File: src/hdl/kmd_pkg.sv
// Shared types, codes and constants of the knob-to-mouse drag controller.
// Used by every module of the block; depends on nothing.
`default_nettype none

package kmd_pkg;

   localparam int SampleBitsDefault = 12;
   localparam int TotalBitsDefault  = 16;
   localparam int MaxResults        = 4;
   localparam int CsrIndexBits      = 2;
   localparam int CsrDataBits       = 13;
   localparam int RspDataBits       = 16;

   localparam logic [7:0]  PulseGapReset  = 8'd20;
   localparam logic [10:0] DebounceReset  = 11'd200;
   localparam logic [12:0] ReleaseReset   = 13'd1000;
   localparam logic [11:0] ThresholdReset = 12'd100;
   localparam logic [4:0]  ScaleReset     = 5'd10;

   localparam logic [15:0] CoefFb    = 16'd63504;
   localparam logic [9:0]  CoefIn    = 10'd1016;
   localparam int          ScaleStep = 200;
   localparam int          ScaleMax  = 31;

   typedef enum logic [CsrIndexBits-1:0] {
      CSR_PULSE_GAP = 2'd0,
      CSR_DEBOUNCE  = 2'd1,
      CSR_RELEASE   = 2'd2,
      CSR_THRESHOLD = 2'd3
   } csr_index_type;

   typedef enum logic {
      OP_TICK = 1'b0,
      OP_EDGE = 1'b1
   } operation_type;

   typedef enum logic [1:0] {
      ACT_PRESS   = 2'd0,
      ACT_RELEASE = 2'd1,
      ACT_MOVE    = 2'd2
   } action_type;

   typedef struct packed {
      logic          valid;
      operation_type operation;
      logic          pin_a;
      logic          pin_b;
      logic          link_up;
      logic          mode_button;
   } req_ctrl_type;

   typedef struct packed {
      action_type        action;
      logic              use_right;
      logic signed [7:0] move_delta;
   } result_entry_type;

   typedef struct packed {
      result_entry_type [MaxResults-1:0] entry;
      logic [2:0]                        count;
      logic                              right_mode;
   } result_batch_type;

   // scale = 1 + sens/200, saturated at 31
   function automatic logic [4:0] scale_of(input logic [31:0] sens);
      int steps;
      steps = 0;
      for (int k = 1; k < ScaleMax; k++) begin
         if (sens >= 32'(ScaleStep * k)) begin
            steps = steps + 1;
         end
      end
      return 5'(steps + 1);
   endfunction

endpackage

`default_nettype wire

File: src/hdl/knob_to_mouse_drag_controller_unit.sv
// Top level of the knob-to-mouse drag controller: input slice, core and result queue.
// Depends on kmd_pkg, kmd_req_stage, kmd_core and kmd_rsp_queue.
//
//   channel  dir  ports              beat carries
//   req      in   req_t*             one tick or encoder edge
//   rsp      out  rsp_t*             one mouse action (tlast on the final one of an item)
//   csr      in   csr_*              one register write, index and data
//
// An accepted item is registered, then processed combinationally into a batch of 0..4 results.
// The first result beat is offered once the item has passed the input slice into the result
// queue; results leave at one beat per cycle while rsp_tready is high; an edge yields none.
// A new item is taken while the last beat of the previous batch is being delivered.
// Reset is synchronous and loads register and state defaults at once; no clearing pass.
// rsp_tready low holds the queue and, through it, the input slice.
`default_nettype none

module knob_to_mouse_drag_controller_unit import kmd_pkg::*; #(
   parameter int SAMPLE_BITS = SampleBitsDefault,
   parameter int TOTAL_BITS  = TotalBitsDefault
) (
   input  wire logic                                      clock,
   input  wire logic                                      reset,
   input  wire logic                                      req_tvalid,
   output logic                                           req_tready,
   // pin_a, pin_b, link_up, mode_button, pot_sample, zero fill
   input  wire logic [((4 + SAMPLE_BITS + 7) / 8) * 8-1:0] req_tdata,
   // operation
   input  wire logic                                      req_tuser,
   output logic                                           rsp_tvalid,
   input  wire logic                                      rsp_tready,
   // use_right, move_delta, right_mode, zero fill
   output logic [RspDataBits-1:0]                         rsp_tdata,
   // action
   output logic [1:0]                                     rsp_tuser,
   output logic                                           rsp_tlast,
   input  wire logic                                      csr_valid,
   output logic                                           csr_ready,
   input  wire logic [CsrIndexBits-1:0]                   csr_index,
   input  wire logic [CsrDataBits-1:0]                    csr_data
);

   localparam int ReqBits = ((4 + SAMPLE_BITS + 7) / 8) * 8;

   req_ctrl_type           ctrl;
   logic [SAMPLE_BITS-1:0] sample;
   logic                   queue_ready;
   logic                   fire;
   result_batch_type       batch;

   kmd_req_stage #(
      .SAMPLE_BITS (SAMPLE_BITS),
      .REQ_BITS    (ReqBits)
   ) u_req_stage (
      .clock      (clock),
      .reset      (reset),
      .req_tvalid (req_tvalid),
      .req_tready (req_tready),
      .req_tdata  (req_tdata),
      .req_tuser  (req_tuser),
      .take       (fire),
      .ctrl       (ctrl),
      .sample     (sample)
   );

   kmd_core #(
      .SAMPLE_BITS (SAMPLE_BITS),
      .TOTAL_BITS  (TOTAL_BITS)
   ) u_core (
      .clock       (clock),
      .reset       (reset),
      .csr_valid   (csr_valid),
      .csr_ready   (csr_ready),
      .csr_index   (csr_index),
      .csr_data    (csr_data),
      .ctrl        (ctrl),
      .sample      (sample),
      .queue_ready (queue_ready),
      .fire        (fire),
      .batch       (batch)
   );

   kmd_rsp_queue u_rsp_queue (
      .clock      (clock),
      .reset      (reset),
      .load       (fire),
      .batch      (batch),
      .ready      (queue_ready),
      .rsp_tvalid (rsp_tvalid),
      .rsp_tready (rsp_tready),
      .rsp_tdata  (rsp_tdata),
      .rsp_tuser  (rsp_tuser),
      .rsp_tlast  (rsp_tlast)
   );

endmodule

`default_nettype wire

File: src/hdl/kmd_req_stage.sv
// Input register slice of the drag controller.
// Depends on kmd_pkg for the control struct and operation codes.
`default_nettype none

module kmd_req_stage import kmd_pkg::*; #(
   parameter int SAMPLE_BITS = SampleBitsDefault,
   parameter int REQ_BITS    = ((4 + SampleBitsDefault + 7) / 8) * 8
) (
   input  wire logic                   clock,
   input  wire logic                   reset,
   input  wire logic                   req_tvalid,
   output logic                        req_tready,
   input  wire logic [REQ_BITS-1:0]    req_tdata,
   input  wire logic                   req_tuser,
   input  wire logic                   take,
   output req_ctrl_type                ctrl,
   output logic [SAMPLE_BITS-1:0]      sample
);

   logic                   valid_ff, valid_in;
   req_ctrl_type           ctrl_ff, ctrl_in;
   logic [SAMPLE_BITS-1:0] sample_ff, sample_in;
   logic                   accept;

   assign req_tready = !valid_ff || take;
   assign accept     = req_tvalid && req_tready;

   always_comb begin
      valid_in  = valid_ff;
      ctrl_in   = ctrl_ff;
      sample_in = sample_ff;
      if (take) begin
         valid_in = 1'b0;
      end
      if (accept) begin
         valid_in            = 1'b1;
         ctrl_in.operation   = operation_type'(req_tuser);
         ctrl_in.pin_a       = req_tdata[0];
         ctrl_in.pin_b       = req_tdata[1];
         ctrl_in.link_up     = req_tdata[2];
         ctrl_in.mode_button = req_tdata[3];
         sample_in           = req_tdata[4 +: SAMPLE_BITS];
      end
      ctrl_in.valid = 1'b0;
   end

   always_ff @(posedge clock) begin
      if (reset) begin
         valid_ff <= 1'b0;
      end else begin
         valid_ff <= valid_in;
      end
      ctrl_ff   <= ctrl_in;
      sample_ff <= sample_in;
   end

   always_comb begin
      ctrl       = ctrl_ff;
      ctrl.valid = valid_ff;
   end
   assign sample = sample_ff;

endmodule

`default_nettype wire

File: src/hdl/kmd_core.sv
// Control registers, controller state and the per-item update of the drag controller.
// Depends on kmd_pkg; feeds a batch of up to four results to kmd_rsp_queue.
`default_nettype none

module kmd_core import kmd_pkg::*; #(
   parameter int SAMPLE_BITS = SampleBitsDefault,
   parameter int TOTAL_BITS  = TotalBitsDefault
) (
   input  wire logic                    clock,
   input  wire logic                    reset,
   input  wire logic                    csr_valid,
   output logic                         csr_ready,
   input  wire logic [CsrIndexBits-1:0] csr_index,
   input  wire logic [CsrDataBits-1:0]  csr_data,
   input  wire req_ctrl_type            ctrl,
   input  wire logic [SAMPLE_BITS-1:0]  sample,
   input  wire logic                    queue_ready,
   output logic                         fire,
   output result_batch_type             batch
);

   localparam int FiltBits = SAMPLE_BITS + 16;
   localparam int AccBits  = FiltBits + 17;
   localparam logic signed [TOTAL_BITS-1:0] TotMax = {1'b0, {(TOTAL_BITS-1){1'b1}}};
   localparam logic signed [TOTAL_BITS-1:0] TotMin = {1'b1, {(TOTAL_BITS-1){1'b0}}};
   localparam logic signed [TOTAL_BITS:0]   Lim    = (TOTAL_BITS+1)'(127);

   logic [7:0]  gap_ff, gap_in;
   logic [10:0] debounce_ff, debounce_in;
   logic [12:0] release_ff, release_in;
   logic [11:0] thr_ff, thr_in;

   logic [7:0]                    edge_ff, edge_in;
   logic [12:0]                   rot_ff, rot_in;
   logic [10:0]                   press_ff, press_in;
   logic signed [TOTAL_BITS-1:0]  net_ff, net_in;
   logic signed [TOTAL_BITS-1:0]  total_ff, total_in;
   logic                          pend_ff, pend_in;
   logic                          held_ff, held_in;
   logic                          mode_ff, mode_in;
   logic [4:0]                    scale_ff, scale_in;
   logic [FiltBits-1:0]           filt_ff, filt_in;
   logic [SAMPLE_BITS-1:0]        prev_ff, prev_in;
   logic [SAMPLE_BITS-1:0]        applied_ff, applied_in;

   logic [FiltBits+15:0]     fb_prod;
   logic [SAMPLE_BITS:0]     in_sum;
   logic [SAMPLE_BITS+10:0]  in_prod;
   logic [AccBits-1:0]       acc;
   logic [FiltBits:0]        y_wide;
   logic [FiltBits-1:0]      y_sat;
   logic [SAMPLE_BITS-1:0]   sens, diff;

   function automatic logic signed [TOTAL_BITS-1:0] sat_add(
      input logic signed [TOTAL_BITS-1:0] a,
      input logic signed [7:0]            b
   );
      logic signed [TOTAL_BITS:0] s;
      s = {a[TOTAL_BITS-1], a} + (TOTAL_BITS+1)'(b);
      if (s[TOTAL_BITS] != s[TOTAL_BITS-1]) begin
         return s[TOTAL_BITS] ? TotMin : TotMax;
      end
      return s[TOTAL_BITS-1:0];
   endfunction

   assign csr_ready = 1'b1;
   assign fire      = ctrl.valid && queue_ready;

   always_comb begin
      gap_in      = gap_ff;
      debounce_in = debounce_ff;
      release_in  = release_ff;
      thr_in      = thr_ff;
      if (csr_valid) begin
         case (csr_index_type'(csr_index))
            CSR_PULSE_GAP: gap_in      = csr_data[7:0];
            CSR_DEBOUNCE:  debounce_in = csr_data[10:0];
            CSR_RELEASE:   release_in  = csr_data[12:0];
            CSR_THRESHOLD: thr_in      = csr_data[11:0];
            default:       gap_in      = gap_ff;
         endcase
      end
   end

   // sensitivity low-pass: y = (0.969*y1 + 0.0155*(x + x1)) in Q.16
   always_comb begin
      fb_prod = (FiltBits+16)'(filt_ff) * (FiltBits+16)'(CoefFb);
      in_sum  = (SAMPLE_BITS+1)'(sample) + (SAMPLE_BITS+1)'(prev_ff);
      in_prod = (SAMPLE_BITS+11)'(in_sum) * (SAMPLE_BITS+11)'(CoefIn);
      acc     = AccBits'(fb_prod) + (AccBits'(in_prod) << 16);
      y_wide  = acc[AccBits-1:16];
      y_sat   = y_wide[FiltBits] ? {FiltBits{1'b1}} : y_wide[FiltBits-1:0];
      sens    = y_sat[FiltBits-1:16];
      diff    = (sens > applied_ff) ? sens - applied_ff : applied_ff - sens;
   end

   always_comb begin
      logic                       rel;
      logic signed [TOTAL_BITS:0] neg;
      logic signed [7:0]          ret, delta;
      logic signed [TOTAL_BITS-1:0] base;
      logic [2:0]                 n;

      edge_in    = edge_ff;
      rot_in     = rot_ff;
      press_in   = press_ff;
      net_in     = net_ff;
      total_in   = total_ff;
      pend_in    = pend_ff;
      held_in    = held_ff;
      mode_in    = mode_ff;
      scale_in   = scale_ff;
      filt_in    = filt_ff;
      prev_in    = prev_ff;
      applied_in = applied_ff;
      batch      = '0;
      n          = 3'd0;
      rel        = 1'b0;
      neg        = '0;
      ret        = '0;
      delta      = '0;
      base       = '0;

      if (ctrl.operation == OP_EDGE) begin
         if (edge_ff >= gap_ff) begin
            pend_in = 1'b1;
            net_in  = sat_add(net_ff, (ctrl.pin_a != ctrl.pin_b) ? 8'sd1 : -8'sd1);
         end
         edge_in = '0;
      end else begin
         edge_in  = (edge_ff == '1) ? edge_ff : edge_ff + 8'd1;
         rot_in   = (rot_ff == '1) ? rot_ff : rot_ff + 13'd1;
         press_in = (press_ff == '1) ? press_ff : press_ff + 11'd1;

         rel = held_ff && (rot_in > release_ff);
         if (rel) begin
            held_in = 1'b0;
            batch.entry[n[1:0]] = '{action: ACT_RELEASE, use_right: 1'b0, move_delta: 8'sd0};
            n = n + 3'd1;
            if (total_ff != '0) begin
               neg = -{total_ff[TOTAL_BITS-1], total_ff};
               if (neg > Lim) begin
                  ret = 8'sd127;
               end else if (neg < -Lim) begin
                  ret = -8'sd127;
               end else begin
                  ret = neg[7:0];
               end
               batch.entry[n[1:0]] = '{action: ACT_MOVE, use_right: 1'b0, move_delta: ret};
               n = n + 3'd1;
               total_in = '0;
            end
         end

         if (pend_ff) begin
            pend_in = 1'b0;
            net_in  = '0;
            base    = total_in;
            if (!held_in) begin
               batch.entry[n[1:0]] = '{action: ACT_PRESS, use_right: mode_ff,
                                       move_delta: 8'sd0};
               n       = n + 3'd1;
               held_in = 1'b1;
               base    = '0;
            end
            delta    = net_ff[TOTAL_BITS-1] ? $signed({3'b0, scale_ff})
                                            : -$signed({3'b0, scale_ff});
            total_in = sat_add(base, delta);
            batch.entry[n[1:0]] = '{action: ACT_MOVE, use_right: 1'b0, move_delta: delta};
            n      = n + 3'd1;
            rot_in = '0;
         end

         if (ctrl.link_up) begin
            if (ctrl.mode_button) begin
               if (press_in > debounce_ff) begin
                  mode_in = !mode_ff;
               end
               press_in = '0;
            end
            filt_in = y_sat;
            prev_in = sample;
            if (32'(diff) > 32'(thr_ff)) begin
               scale_in   = scale_of(32'(sens));
               applied_in = sens;
            end
         end
      end

      batch.count      = n;
      batch.right_mode = mode_in;
   end

   always_ff @(posedge clock) begin
      if (reset) begin
         gap_ff      <= PulseGapReset;
         debounce_ff <= DebounceReset;
         release_ff  <= ReleaseReset;
         thr_ff      <= ThresholdReset;
         edge_ff     <= '1;
         rot_ff      <= '0;
         press_ff    <= '1;
         net_ff      <= '0;
         total_ff    <= '0;
         pend_ff     <= 1'b0;
         held_ff     <= 1'b0;
         mode_ff     <= 1'b1;
         scale_ff    <= ScaleReset;
         filt_ff     <= '0;
         prev_ff     <= '0;
         applied_ff  <= '0;
      end else begin
         gap_ff      <= gap_in;
         debounce_ff <= debounce_in;
         release_ff  <= release_in;
         thr_ff      <= thr_in;
         if (fire) begin
            edge_ff    <= edge_in;
            rot_ff     <= rot_in;
            press_ff   <= press_in;
            net_ff     <= net_in;
            total_ff   <= total_in;
            pend_ff    <= pend_in;
            held_ff    <= held_in;
            mode_ff    <= mode_in;
            scale_ff   <= scale_in;
            filt_ff    <= filt_in;
            prev_ff    <= prev_in;
            applied_ff <= applied_in;
         end
      end
   end

   a_served_rotation_holds_button: assert property (@(posedge clock) disable iff (reset)
      fire && ctrl.operation == OP_TICK && pend_ff |=> held_ff && !pend_ff)
      else $error("served rotation left button released or rotation pending");

   a_edge_restarts_gap: assert property (@(posedge clock) disable iff (reset)
      fire && ctrl.operation == OP_EDGE |=> edge_ff == '0 && batch.count == 3'd0
      || edge_ff == '0)
      else $error("edge beat did not restart the gap timer");

   a_mode_changes_on_linked_press: assert property (@(posedge clock) disable iff (reset)
      !$stable(mode_ff) && !$past(reset) |->
         $past(fire && ctrl.operation == OP_TICK && ctrl.link_up && ctrl.mode_button))
      else $error("mode changed without a linked button press");

endmodule

`default_nettype wire

File: src/hdl/kmd_rsp_queue.sv
// Result queue of the drag controller: holds one batch and shifts it out one beat at a time.
// Depends on kmd_pkg for the batch struct and action codes.
`default_nettype none

module kmd_rsp_queue import kmd_pkg::*; (
   input  wire logic                   clock,
   input  wire logic                   reset,
   input  wire logic                   load,
   input  wire result_batch_type       batch,
   output logic                        ready,
   output logic                        rsp_tvalid,
   input  wire logic                   rsp_tready,
   output logic [RspDataBits-1:0]      rsp_tdata,
   output logic [1:0]                  rsp_tuser,
   output logic                        rsp_tlast
);

   result_entry_type [MaxResults-1:0] entry_ff, entry_in;
   logic [2:0]                        cnt_ff, cnt_in;
   logic                              mode_ff, mode_in;
   logic                              pop;

   assign rsp_tvalid = cnt_ff != 3'd0;
   assign pop        = rsp_tvalid && rsp_tready;
   assign ready      = (cnt_ff == 3'd0) || (cnt_ff == 3'd1 && rsp_tready);

   always_comb begin
      entry_in = entry_ff;
      cnt_in   = cnt_ff;
      mode_in  = mode_ff;
      if (load) begin
         entry_in = batch.entry;
         cnt_in   = batch.count;
         mode_in  = batch.right_mode;
      end else if (pop) begin
         for (int i = 0; i < MaxResults - 1; i++) begin
            entry_in[i] = entry_ff[i+1];
         end
         entry_in[MaxResults-1] = '0;
         cnt_in = cnt_ff - 3'd1;
      end
   end

   always_ff @(posedge clock) begin
      if (reset) begin
         cnt_ff <= 3'd0;
      end else begin
         cnt_ff <= cnt_in;
      end
      entry_ff <= entry_in;
      mode_ff  <= mode_in;
   end

   assign rsp_tuser = entry_ff[0].action;
   assign rsp_tlast = cnt_ff == 3'd1;
   assign rsp_tdata = {6'b0, mode_ff, entry_ff[0].move_delta, entry_ff[0].use_right};

endmodule

`default_nettype wire
File: config.mk
export PLATFORM = sky130hd
export DESIGN_NAME = knob_to_mouse_drag_controller_unit
export DESIGN_NICKNAME = d
export VERILOG_FILES = /design/src/hdl/kmd_pkg.sv /design/src/hdl/knob_to_mouse_drag_controller_unit.sv /design/src/hdl/kmd_req_stage.sv /design/src/hdl/kmd_core.sv /design/src/hdl/kmd_rsp_queue.sv
export SDC_FILE = /design/constraint.sdc
export NUM_CORES = 1
export LEC_CHECK = 0
export BUFFER_PORTS_ARGS = -buffer_cell sky130_fd_sc_hd__buf_2
export CAP_MARGIN = 5
export CORE_ASPECT_RATIO = 0.8
export CORE_MARGIN = 2
export CORE_UTILIZATION = 47
export CTS_CLUSTER_DIAMETER = 30
export CTS_CLUSTER_SIZE = 25
export DETAILED_ROUTE_END_ITERATION = 8
export GPL_TIMING_DRIVEN = 1
export PLACE_DENSITY = 0.63
export REMOVE_ABC_BUFFERS = 1
export SYNTH_ARGS = -nofsm -noshare
export SYNTH_HDL_FRONTEND = slang
export SYNTH_SLANG_ARGS = --single-unit
File: constraint.sdc
create_clock -name clock -period 26.7 [get_ports clock]
set_input_delay 5.34 -clock clock [delete_from_list [all_inputs] [get_ports clock]]
set_output_delay 5.34 -clock clock [all_outputs]
set_load 0.03 [all_outputs]
== After elaboration in Yosys (flattened, before gate mapping) ==
Index checks and enable logic that the tools add are counted.

* Add/subtract/negate cells: 34
* Multipliers: 2
* $lt $le $gt $ge: 31
* Equal/unequal tests: 12
* Mux-type cells: 151
* Bitwise operators: 1
* Reduce and logical (&&, ||, !) cells: 28

{| class="wikitable"
|+ Operators with widths
! operator !! number
|-
| 5-bit 2-to-1 mux || 79
|-
| 44-bit 2-to-1 mux || 7
|-
| 16-bit 2-to-1 mux || 15
|-
| 12-bit >= comparator, second input constant || 10
|-
| 5-bit by 2-bit adder with 5-bit output, second input constant || 20
|-
| 44-bit bitwise mux || 2
|-
| 11-bit 2-to-1 mux || 6
|-
| 12-bit by 11-bit >= comparator with 1-bit output, second input constant || 5
|-
| 8-bit 2-to-1 mux || 6
|-
| 44-bit by 39-bit adder with 45-bit output || 1
|-
| 11-bit demux with 2-bit select || 2
|-
| 22-bit 2-to-1 mux || 2
|-
| 28-bit by 12-bit multiplier with 40-bit output, second input constant || 1
|-
| 12-bit by 10-bit >= comparator with 1-bit output, second input constant || 3
|-
| 16-bit by 8-bit adder with 17-bit output || 2
|-
| 28-bit 2-to-1 mux || 1
|-
| 3-bit 2-to-1 mux || 9
|-
| 13-bit 2-to-1 mux || 2
|-
| 12-bit greater-than comparator || 2
|-
| 12-bit subtractor || 2
|-
| 13-bit by 7-bit multiplier with 20-bit output, second input constant || 1
|-
| 1-bit 2-to-1 mux || 18
|-
| 17-bit by 8-bit greater-than comparator with 1-bit output, second input constant || 1
|-
| 17-bit by 8-bit less-than comparator with 1-bit output, second input constant || 1
|-
| other kinds (38) || 61
|}

* Flip-flop bits (word level): 234
* Logic and storage cells: 296

== Longest topological paths before layout ==
* Depth after elaboration: 106
* Gate-level depth with buffers: 99
* Mapped depth without buffers: 97

== Modules after synthesis ==
Synthesis repeated with hierarchy kept, for this count alone.

* Cells, all modules: 2992
* Area, all modules: 25431.9 um^2

{| class="wikitable"
|+ By module, submodules not included
! module !! instances !! cells each !! area each (um^2)
|-
| kmd_core || 1 || 2828 || 22645.5
|-
| kmd_rsp_queue || 1 || 141 || 2213.4
|-
| kmd_req_stage || 1 || 23 || 573.0
|}

== Worst setup path after synthesis ==
No wires, ideal clock.

* Path type: register to register
* Start: register u_req_stage.sample_ff[0], in the netlist u_req_stage.sample[0]
* End: register u_core.scale_ff[4]
* Arrival time: 18.766 ns
* Data required time: 26.630 ns
* Setup slack: 7.864 ns
* Stages on the path, launching flop included: 97
* Clock period less this slack: 18.836 ns
* Path through: edfxtp_1 -> ha_1 -> fa_1 -> a21o_1 -> a21oi_1 -> xnor2_1 -> xor2_1 -> xnor2_1 -> inv_1 -> fa_1 -> ha_1 -> xnor2_1 -> fa_1 -> inv_1 -> ha_1 -> a21oi_1 -> nand2b_1 -> a21boi_0 -> (+61 left out) -> a21oi_1 -> nand2_1 -> ha_1 -> nor2_1 -> a31oi_1 -> ha_1 -> mux2i_1 -> inv_1 -> ha_1 -> nor2_1 -> a21oi_1 -> ha_1 -> nor2b_1 -> nand2_1 -> mux2i_1 -> xor2_1 -> xnor3_1 -> a21oi_1

* Cells in the longest elaborated chain, start to end: 105
* Elaborated cells between the ends (all ways): 130

{| class="wikitable"
|+ Ends and longest elaborated chain
! what !! line !! RTL
|-
| from (decl) || kmd_req_stage.sv:22 || <nowiki>logic [SAMPLE_BITS-1:0] sample_ff, sample_in;</nowiki>
|-
| from (signal assigned) || kmd_req_stage.sv:54 || <nowiki>sample_ff <= sample_in;</nowiki>
|-
| 12-bit by 12-bit adder with 13-bit output * || kmd_core.sv:88 || <nowiki>in_sum = (SAMPLE_BITS+1)'(sample) + (SAMPLE_BITS+1)'(prev_ff);</nowiki>
|-
| 13-bit by 7-bit multiplier with 20-bit output * || kmd_core.sv:89 || <nowiki>in_prod = (SAMPLE_BITS+11)'(in_sum) * (SAMPLE_BITS+11)'(CoefIn);</nowiki>
|-
| 44-bit by 39-bit adder with 45-bit output * || kmd_core.sv:90 || <nowiki>acc = AccBits'(fb_prod) + (AccBits'(in_prod) << 16);</nowiki>
|-
| 28-bit 2-to-1 mux * || kmd_core.sv:92 || <nowiki>y_sat = y_wide[FiltBits] ? {FiltBits{1'b1}} : y_wide[FiltBits-1:0];</nowiki>
|-
| 12-bit by 8-bit >= comparator with 1-bit output || kmd_pkg.sv:69 || <nowiki>if (sens >= 32'(ScaleStep * k)) begin</nowiki>
|-
| 1-bit 2-to-1 mux || kmd_pkg.sv:69 ||
|-
| 5-bit 2-to-1 mux || kmd_core.sv:183 || <nowiki>if (32'(diff) > 32'(thr_ff)) begin</nowiki>
|-
| 5-bit 2-to-1 mux || kmd_core.sv:174 || <nowiki>if (ctrl.link_up) begin</nowiki>
|-
| (+89 left out) || -- ||
|-
| 5-bit 2-to-1 mux || kmd_core.sv:174 ||
|-
| 5-bit 2-to-1 mux || kmd_core.sv:124 || <nowiki>if (ctrl.operation == OP_EDGE) begin</nowiki>
|-
| 5-bit by 2-bit adder with 5-bit output || kmd_pkg.sv:70 || <nowiki>steps = steps + 1;</nowiki>
|-
| 5-bit 2-to-1 mux || kmd_pkg.sv:69 ||
|-
| 5-bit 2-to-1 mux || kmd_core.sv:183 ||
|-
| 5-bit 2-to-1 mux || kmd_core.sv:174 ||
|-
| 5-bit 2-to-1 mux || kmd_core.sv:124 ||
|-
| 5-bit by 2-bit adder with 5-bit output || kmd_pkg.sv:73 || <nowiki>return 5'(steps + 1);</nowiki>
|-
| to (signal assigned) || kmd_core.sv:208 || <nowiki>scale_ff <= ScaleReset;</nowiki>
|-
| to (signal assigned) || kmd_core.sv:226 || <nowiki>scale_ff <= scale_in;</nowiki>
|-
| to (decl) || kmd_core.sv:41 || <nowiki>logic [4:0] scale_ff, scale_in;</nowiki>
|}

Every way passes the cells marked *; elsewhere a longest branch is shown, timed or not. The select of a mux whose other input is x is not followed.
A chain may end at the register's enable or synchronous reset.

== Worst setup path after layout ==
Ends and elaborated chain as after synthesis.

==> metrics.md <==
| Metric | Value |
|---|---|
| Hold endpoint | u_core.release_ff[10]$_SDFFE_PP0P_ |
| Post-route setup TNS | 0 ns |
| DRT iter0 DRCs | approximately 1300 |
| Crit end category | flip-flop |
| Routed len/inst | between 15 and 20 microns |
| Die area | approximately 55000 sq um |
| Vias | approximately 21000 |
| Final period utilization | approximately 78% |
| Global placer's final weighted congestion | between 0.8 and 0.9 |
| Crit Path Max Fanout | 20 |
| Initial Utilization | ~48% |
| Global-route wire length before repair | between 100 and 150 mm |
| Final min period | between 20 and 25 ns |
| Detailed Route WL | ~64 mm |
| Worst min path class | flip-flop to flip-flop |
| H-tree levels | 2 |
| Hold depth | 2 |
| PostCTS Resize Cnt | 0 |
| Largest net degree at the start of global routing | between 90 and 100 |
| Clock sinks | 231 |
| Clock slew at reported path FFs | about 0.04 ns |
| Max-slew headroom | 29.5% |
| Layout cells sized above 1 | 8.49% |
| Area share of fa/ha/maj cells after synthesis | ~26% |
| Final number of setup-violating endpoints | 0 |
| IO Pins | 59 |
| Number of synthesized flops with an enable pin | 59 |
| Antenna diodes | 0 |
| Worst slew pin tran | ~1.1 ns |
| Sequential fraction of the synthesis area | a little over a fifth |
| CTS tree | built |
| Cell Area, Synth | between 20000 and 25000 sq um |
| Fin. max-slew vios | 0 |
| R2R setup slack | between 5 and 6 ns |
| RSZ-0062 raised after global routing | no |
| IO buf count | approximately 50 |
| Fin cells | approximately 3700 |
| Largest stage delay, worst path | 0.51 ns |
| Synth top area cells | ha_1 16%, dfxtp_1 14%, fa_1 9.9% |
| Mux cell area share after synthesis | around 1.5% |
| Peak Freq | ~48 MHz |
| Drt pass-1 iters | 7 |
| Cell mode on critical path | ha_1 |
| Yosys cell types | about 110 |
| Ys Warns | 0 |
| Synth area leader | ha_1 |
| Clock latency at the later pin of the worst-skew pair | 0.62 ns |
| Die Height | 210 microns |
| Fin. Hold Viols | 0 |
| Top-area cell type share of the netlist area | 15.9% |
| Post-CTS Hold Fix Bufs | 0 |
| Setup Buffers After CTS | 0 |
| Setup Skew | 0.0350 ns |
| Synthesized flop and latch total | between 200 and 250 |
| Reg2reg start | u_req_stage.sample[0]$_DFFE_PP_ |
| Crit path max-delay cell type | fa_1 |
| Clock tree root buffer cell | clkbuf_16 |
| Grt ovf | 0 |
| Primary FF master, synth | dfxtp_1 |
| Initial antenna violation count | 0 |
| Async S/R FF share, synth | 0% |
| Critical Path AT | approximately 21 ns |
| Fin nets | between 3000 and 4000 |
| Max Root-Sink Buffers | 3 |
| DP Cell Count | between 3000 and 4000 |
| Area Overhead vs Synth | 11.6% |
| Fill count | 4818 |
| Startpoint Class | flip-flop |
| Combinational family with the most area after synthesis | adder cells |
| Maxcap violations | 0 |
| Core area | 52500 sq um |
| Count leader, synth | ha_1 |
| DR vias/cell | around 5.6 |
| Post-synth top cells | 318 x ha_1, 297 x nand2_1, 294 x inv_1 |
| Hold_sp | u_core.release_ff[10]$_SDFFE_PP0P_ |
| Num rows | 75 |
| Syn Inst Count | between 2000 and 3000 |
| R2R depth | between 90 and 100 |
| Status | finished clean |
| Critical path type | flip-flop to flip-flop |
| # DRC | 0 |
| Post-DP HPWL | between 40 and 50 mm |
| CP Data Required Time | between 20 and 30 ns |
| Avg Inst Size Synth | about 8.4 sq um |
| Die X | about 260 microns |
| Compound-cell area share of the yosys netlist | 19.9% |
| GRT Util Overall | approximately a quarter |
| Synth Area in XOR/XNOR | 8.63% |
| Routed Antenna Nets | 0 |
| CTS Buf Count | 59 |
| Post-Synth Simple-Gate Area | about 16% |
| R2r endpoint | u_core.scale_ff[4]$_SDFFE_PP0P_ |
| Number of global-route vias before repair | 20700 |
area by class of cell:
| cell class | count | area [sq um] | share of cell area (%) |
|---|---|---|---|
| clock buffer | 69 | 1550 | 5.58 |
| clock inverter | 43 | 603 | 2.16 |
| inverter | 297 | 1120 | 4.02 |
| multi-input combinational | 2317 | 18100 | 65.0 |
| sequential | 231 | 5220 | 18.7 |
| tap | 693 | 867 | 3.11 |
| timing repair buffer | 70 | 404 | 1.45 |
layout by cell type (no fill, tap or decap), types with 14 or more instances in the layout:
master     synthesis  final
a311oi_1          21     21
a21oi_1          255    255
inv_1            294    294
dfxtp_1          172    172
and3_1            26     26
o21ai_0          131    131
a211oi_1          27     27
nor2b_1           26     26
a221o_1           14     14
buf_4             20     19
fa_1             124    124
a31oi_1           22     21
o21bai_1          34     34
edfxtp_1          59     59
o211ai_1          23     23
xor2_1            66     66
a21o_1            54     54
nand2b_1          35     35
nor2_1           213    212
nor3_1            47     47
and2_1            28     27
ha_1             318    318
nand4_1           30     30
clkbuf_16          0     59
mux2i_1           20     20
a22oi_1           24     24
xnor2_1          150    149
nand3_1           53     53
nand2_1          297    297
buf_2             14     50
how the worst max path moves through the flow:
stage | startpoint | end | slack, ns | cells after the start
4_1_cts | u_req_stage.sample[0]$_DFFE_PP_ | u_core.scale_ff[4]$_SDFFE_PP0P_ | 5.93 | 94
5_1_grt | u_req_stage.sample[1]$_DFFE_PP_ | u_core.scale_ff[4]$_SDFFE_PP0P_ | 4.21 | 95
6_report | u_req_stage.sample[0]$_DFFE_PP_ | u_core.scale_ff[4]$_SDFFE_PP0P_ | 5.89 | 94
2_1_floorplan | u_req_stage.sample[0]$_DFFE_PP_ | u_core.scale_ff[4]$_SDFFE_PP0P_ | 7.61 | 93
3_3_place_gp | u_req_stage.sample[0]$_DFFE_PP_ | u_core.scale_ff[4]$_SDFFE_PP0P_ | 6.70 | 94
3_5_place_dp | u_req_stage.sample[0]$_DFFE_PP_ | u_core.scale_ff[4]$_SDFFE_PP0P_ | 5.95 | 94
sequential cells by signal, indices dropped and copies added, names as in the netlist, 5 cells and up:
register and flops:
u_rsp_queue.rsp_tdata 9, u_core.gap_ff 8, u_req_stage.ctrl 5, u_core.net_ff 16, u_rsp_queue.entry_ff 30, u_core.filt_ff 28
u_core.debounce_ff 11, u_core.rot_ff 13, u_core.total_ff 16, u_core.applied_ff 12, u_core.scale_ff 5, u_core.prev_ff 12
u_core.thr_ff 12, u_core.release_ff 13, u_req_stage.sample 12, u_core.press_ff 11, u_core.edge_ff 8
per-stage QoR:
stage | worst slack [ns] | utilization [%] | instance area, sq um | hold WS (ns)
floorplan | 7.61 | - | 24400 | 0.430
global placement | 6.70 | 49.0 | 25700 | 0.442
detailed placement | 5.95 | 49.0 | 25700 | 0.451
CTS | 5.93 | 53.1 | 27900 | 0.457
global route | 4.21 | 53.1 | 27900 | 0.477
finish | 5.89 | 53.1 | 27900 | 0.453
worst max-delay path, delay by kind of cell, from the launching register on:
| family | cells | cell delay [ns] |
|---|---|---|
| fa+ha+maj | 23 | 7.54 |
| simple gates | 17 | 2.37 |
| xor+xnor | 10 | 2.14 |
| compound gates | 31 | 6.10 |
| buf+inv | 6 | 0.61 |
| flops | 1 | 0.38 |
| mux | 7 | 1.56 |
per-layer routing:
layer  share of wire (%)  global-route usage, %  vias up  routed length [microns]
met3                 5.8                   4.28       89                     3730
met1                  49                   33.7     9932                    31300
met5                   0                      0        -                        0
met4                 2.0                   5.58        0                     1290
li1                    -                      -    10400                        -
met2                  43                   35.9      546                    27500
logic make-up (layout without fill, tap and decap cells):
| group | after synthesis | in the layout |
|---|---|---|
| buf+inv | 416 | 479 |
| mux | 33 | 33 |
| other cells | 2 | 8 |
| fa+ha+maj | 444 | 444 |
| simple gates | 849 | 849 |
| xor+xnor | 228 | 228 |
| compound gates | 755 | 755 |
| flops | 231 | 231 |
Power is not shown: default switching activity piles up to over one toggle a cycle in this logic, so the estimate is an artifact.
